--- config.mk ---
export PLATFORM = sky130hd
export DESIGN_NAME = hpt_queue
export DESIGN_NICKNAME = d
export VERILOG_FILES = /design/src/hw/rtl/hpt_pkg.sv /design/src/hw/rtl/hpt_queue.sv
export SDC_FILE = /design/constraint.sdc
export NUM_CORES = 1
export LEC_CHECK = 0
export ABC_CLOCK_PERIOD_IN_PS = 8500
export BUFFER_PORTS_ARGS = -buffer_cell sky130_fd_sc_hd__buf_4
export CORE_ASPECT_RATIO = 0.6
export CORE_MARGIN = 3
export CORE_UTILIZATION = 57
export DETAILED_ROUTE_END_ITERATION = 10
export PLACE_DENSITY = 0.79
export RECOVER_POWER = 100
export SYNTH_ARGS = -nofsm -noshare
export SYNTH_HDL_FRONTEND = slang
export SYNTH_SLANG_ARGS = --single-unit
export TNS_END_PERCENT = 5
--- constraint.sdc ---
create_clock -name i_clk -period 8.5 [get_ports i_clk]
set_input_delay 0.425 -clock i_clk [delete_from_list [all_inputs] [get_ports i_clk]]
set_output_delay 0.425 -clock i_clk [all_outputs]
set_load 0.01 [all_outputs]
--- src/hw/rtl/hpt_pkg.sv ---
// Shared types and constants for the homogeneous point transform core.
package hpt_pkg;

    // Q16.16 format and datapath widths
    localparam int FRAC   = 16;
    localparam int CW     = 32;           // coordinate and coefficient width
    localparam int PW     = 2 * CW;       // product width, Q32.32
    localparam int SW     = PW + 2;       // four-term sum width
    localparam int NLANE  = 3;            // x, y, z
    localparam int NROW   = 4;
    localparam int NCOL   = 4;

    // Divider: quotient bits kept. Anything at or above 2^QW saturates anyway.
    localparam int NSH    = 17;
    localparam int QW     = NSH + FRAC;   // 33

    // Configuration register file
    localparam int NCFG   = 8;
    localparam int DW     = 64;
    localparam int AW     = 6;            // byte address, 8 bytes per register
    localparam int IDXW   = 3;

    // Queue between front and back
    localparam int QD     = 4;
    localparam int QAW    = 2;
    localparam int QCW    = 3;

    localparam logic [PW-1:0] ONE_D   = 64'h0000_0001_0000_0000;
    localparam logic [31:0]   SAT_POS = 32'h7FFF_FFFF;
    localparam logic [31:0]   SAT_NEG = 32'h8000_0000;

    localparam logic [NCFG-1:0][DW-1:0] CFG_RST = {
        64'h0001_0000_0000_0000,  // row3 cols23
        64'h0000_0000_0000_0000,  // row3 cols01
        64'h0000_0000_0001_0000,  // row2 cols23
        64'h0000_0000_0000_0000,  // row2 cols01
        64'h0000_0000_0000_0000,  // row1 cols23
        64'h0001_0000_0000_0000,  // row1 cols01
        64'h0000_0000_0000_0000,  // row0 cols23
        64'h0000_0000_0001_0000   // row0 cols01
    };

    // Matrix coefficients [row][col]
    typedef logic [NROW-1:0][NCOL-1:0][CW-1:0] t_mat;

    // Word passed from front to back through the queue
    typedef struct packed {
        logic [NLANE-1:0][PW-1:0] nmag;
        logic [NLANE-1:0]         neg;
        logic [PW-1:0]            d;
        logic                     wzero;
    } t_qent;

    // One divider lane between stages
    typedef struct packed {
        logic [PW-1:0] rem;
        logic [QW-1:0] lo;
        logic [QW-1:0] q;
        logic          ovf;
        logic          neg;
    } t_lane;

    typedef struct packed {
        t_lane [NLANE-1:0] lane;
        logic [PW-1:0]     d;
        logic              wzero;
    } t_bstg;

    // After rounding
    typedef struct packed {
        logic [NLANE-1:0][QW:0] q;
        logic [NLANE-1:0]       ovf;
        logic [NLANE-1:0]       neg;
        logic                   wzero;
    } t_rnd;

endpackage

--- src/hw/rtl/hpt_queue.sv ---
// Short FIFO that decouples the front end from the divider back end.
module hpt_queue (
    input  logic            i_clk,
    input  logic            i_rst_n,
    input  logic            i_push,
    input  hpt_pkg::t_qent  i_ent,
    output logic            o_full,
    input  logic            i_pop,
    output logic            o_avail,
    output hpt_pkg::t_qent  o_ent
);

    hpt_pkg::t_qent r_mem [hpt_pkg::QD];
    logic [hpt_pkg::QAW-1:0] r_wp, r_rp;
    logic [hpt_pkg::QCW-1:0] r_cnt;

    assign o_full  = (r_cnt == hpt_pkg::QCW'(hpt_pkg::QD));
    assign o_avail = (r_cnt != '0);
    assign o_ent   = r_mem[r_rp];

    // Pointers and fill count
    always_ff @(posedge i_clk) begin
        if (!i_rst_n) begin
            r_wp  <= '0;
            r_rp  <= '0;
            r_cnt <= '0;
        end else begin
            if (i_push) r_wp <= r_wp + 1'b1;
            if (i_pop)  r_rp <= r_rp + 1'b1;
            if (i_push && !i_pop)      r_cnt <= r_cnt + 1'b1;
            else if (!i_push && i_pop) r_cnt <= r_cnt - 1'b1;
        end
    end

    always_ff @(posedge i_clk) begin
        if (i_push) r_mem[r_wp] <= i_ent;
    end

    a_no_overflow: assert property (@(posedge i_clk) disable iff (!i_rst_n)
        !(i_push && o_full)) else $error("queue push while full");
    a_no_underflow: assert property (@(posedge i_clk) disable iff (!i_rst_n)
        !(i_pop && !o_avail)) else $error("queue pop while empty");
    a_cnt_bound: assert property (@(posedge i_clk) disable iff (!i_rst_n)
        r_cnt <= hpt_pkg::QCW'(hpt_pkg::QD)) else $error("queue count out of range");

endmodule

==> results.md <==
* Status: finished with violations
* Failing checks: max-capacitance violations, max-slew violations
* Peak VDD IR at 0.000242 V
* First-pass GRT wire length at 130,000 um
* Gr usage total at 25.3%
* Register area share after synthesis at 82.8%
* Io pins at 526
* Final Setup Violations at 0
* TritonCTS clock tree: built
* Syn_area_per_cell at 27.1 um^2
* H-tree depth at 3
* Worst-Skew Late Latency at 650 ps
* CTS max path bufs at 3
* CP cell instances: inv_1, ha_1, and2_0, clkbuf_2
* Unrepaired setup endpoints after global routing: no
* Hold path cells at 2
* Tcrit/Tclk final at 68.3%
* Final RePlAce weighted congestion at 0.743
* Req. time, crit path at 8720 ps
* Power per cell area at 240 mW/mm^2
* CP arrival at 6030 ps
* Cell count of the worst reg-to-reg path at 4
* Startpoint Class: flop
* Finished layout cell area at 0.0462 mm^2
* Syn Inst Count at 1,401
* Leakage power at 14.4 nW
* Combinational group share of total power at 10.2%
* Site row count at 72
* DR vias at 18,700
* Switching Power at 2.57 mW
* Ratio of cells with drive above 1 in the final layout at 17.5%
* CP Capture Type: flop
* Max-Cap Viols at 7
* Fin cells at 3,201
* CTS sink cnt at 1,049
* Hold Path Class: primary input to flop
* Area growth syn-to-layout at 21.7%
* Final core utilization at 71.0%
* Clk_skew at 27.6 ps
* Flop pwr share at 54.5%
* DR DRC count at 0
* Root cell of the clock tree: clkbuf_16
* Critical path class: flop to flop
* Flops & latches, synth at 1,049
* DR vias/cell at 5.86
* Max-slew headroom at -177%
* CTS buffer count at 89
* DR iter-0 viols at 1,748
* CP max FO at 59
* Core area at 0.0651 mm^2
* CP max stage delay at 2940 ps
* Dpl cells at 2,772
* Yosys cell types at 19
* Die ar. at 0.0698 mm^2
* GRT Residual Overflow at 0
* Die X at 339 um
* Die extent in y at 206 um
* DP Area at 0.0428 mm^2
* CTS clock-pin slew for the worst setup and hold paths at 70 ps
* Antenna violations before repair at 7
* Largest net degree at the start of global routing at 139
* Final Hold Violating Endpoints at 0
* Final HPWL DP at 46,400 um
* Post-DRT Antenna Nets at 0
* Clock power frac at 35.3%
* Worst Tran Pin Value at 4150 ps
* Synthesis Warnings at 0
* Slew Limit Fails at 442
* Post-Syn Nets at 1,671
* Drt wl/cell at 27.4 um
* Switching share of power at 23.2%
* Int Pwr at 8.53 mW
* Total Wirelength at 87,800 um
* Cell Area, Synth at 0.0380 mm^2
* Slowest stage cell on the critical path: and2_0
* IO Port Bufs at 525
* Layout Nets at 2,504
* Starting Density at 58.3%
* Setup Buffers After CTS at 0
* Vias in the first global route at 19,800
* Detailed Routing Iterations Pass 1 at 5
* Setup TNS at 0 ps
* Final min period at 5810 ps
* Fmax at 172 MHz
-- Yosys cell counts (all sizes together) --
cell type  number  area [um^2]
ha              5         62.6
dfxtp           9          180
clkbuf          8         30.0
edfxtp       1040        31200
and2            9         56.3
buf            50          394
mux2i           2         20.0
or3             2         12.5
nor2b           2         12.5
xor2            3         26.3
inv             4         15.0
nand2           1         3.75
fa              1         20.0
a21boi          1         7.51
xnor2           2         17.5
o21ai           1         5.00
mux4          260         5860
nor3b           1         7.51
-- cells in the final DEF, fill, tap and decap left out --
cell           synthesis  final
and2_4                 0      2
nand2_1                1      1
xnor2_1                2      2
nor3b_1                1      1
mux4_2               260    260
mux2i_1                2      2
dfxtp_4                0      1
nor2b_1                2      2
diode_2                0      6
clkbuf_2               0      2
inv_1                  4      4
xor2_1                 3      3
clkinvlp_4             0      1
clkinv_2               0     18
edfxtp_1            1040   1040
and2_0                 0      7
inv_16                 0      1
clkbuf_16              0     90
clkinv_1               0     24
o21ai_0                1      1
clkinv_4               0      2
inv_6                  0      2
dfxtp_1                9      8
fa_1                   1      1
clkbuf_1               8    540
buf_12                 0      6
buf_4                  0     12
dlygate4sd3_1          0    259
ha_1                   5      5
a21boi_0               1      1
bufinv_16              0      4
or3_1                  2      2
clkinv_16              0      3
-- cell families (layout without fill, tap and decap cells) --
family / Yosys count / in the layout / share of synthesized area (%)
DFF: 1049 / 1049 / 82.8
buffers and inverters: 62 / 968 / 1.16
adders and majority gates: 6 / 6 / 0.218
muxes: 262 / 262 / 15.5
AOI/OAI and AO/OA: 2 / 2 / 0.0330
other: 0 / 6 / 0
xor gates and xnor gates: 5 / 5 / 0.115
and+or+nand+nor: 15 / 15 / 0.244
-- final timing paths --
kind,startpoint,to,slack (ps)
worst max register to register,r_wp[0],r_mem[0][59],2690
worst min register to register,r_cnt[2],r_cnt[2],550
worst max-delay path,r_wp[0],r_mem[0][59],2690
worst min-delay path,i_rst_n,r_cnt[0],70
-- final cells by class --
cell class	instances	area, um^2
diodes	6	15.0
clock buffers	109	2320
clock inverters	55	453
fillers	3985	18900
inverters	4	15.0
multi-input cells	290	6110
flip-flops and latches	1049	31400
well taps	888	1110
repair buffers	800	4770
-- metal layers --
layer  GRT usage [%]  vias up  share of wire (%)
li1                -     7784                  -
met2            44.1      967                 53
met4            6.55        6                2.5
met1            32.9     9828                 37
met3            5.60      159                7.8
met5               0        -              0.043
-- critical path: cells and delay by family, from the launching register on --
| kind | cells | cell delay (ps) |
|---|---|---|
| adders and majority gates | 1 | 160 |
| buffers and inverters | 2 | 1740 |
| DFF | 1 | 370 |
| and+or+nand+nor | 1 | 2940 |
-- power groups by stage --
stage                     clock [mW]  combinational (mW)  sequential, mW
after floorplan                    0               0.640            6.15
after global placement             0                1.20            6.12
after detailed placement           0                1.22            6.14
after CTS                       3.95                1.34            6.03
after global routing            4.18                1.21            6.06
final                           3.92                1.14            6.05
-- metrics by stage --
step           setup WS (ps)  power, mW  hold WS (ps)
4_1_cts                 4380       11.3          6.14
3_5_place_dp            5100       7.36           518
6_report                2690       11.1          72.5
2_1_floorplan           1410       6.79           467
5_1_grt                 2280       11.5          39.1
3_3_place_gp            5100       7.32           480
-- repair_timing --
action	CTS	global route
endpoints found under the hold margin	1036	0
hold buffers	259	0
resized for setup	0	0
-- registers in the layout, summed over array words and instances, names as in the netlist, named ones only --
| signal | count |
|---|---|
| r_rp | 2 |
| r_wp | 2 |
| r_cnt | 3 |
| r_mem | 1040 |
Note: power is estimated with default switching activity, not from simulation.
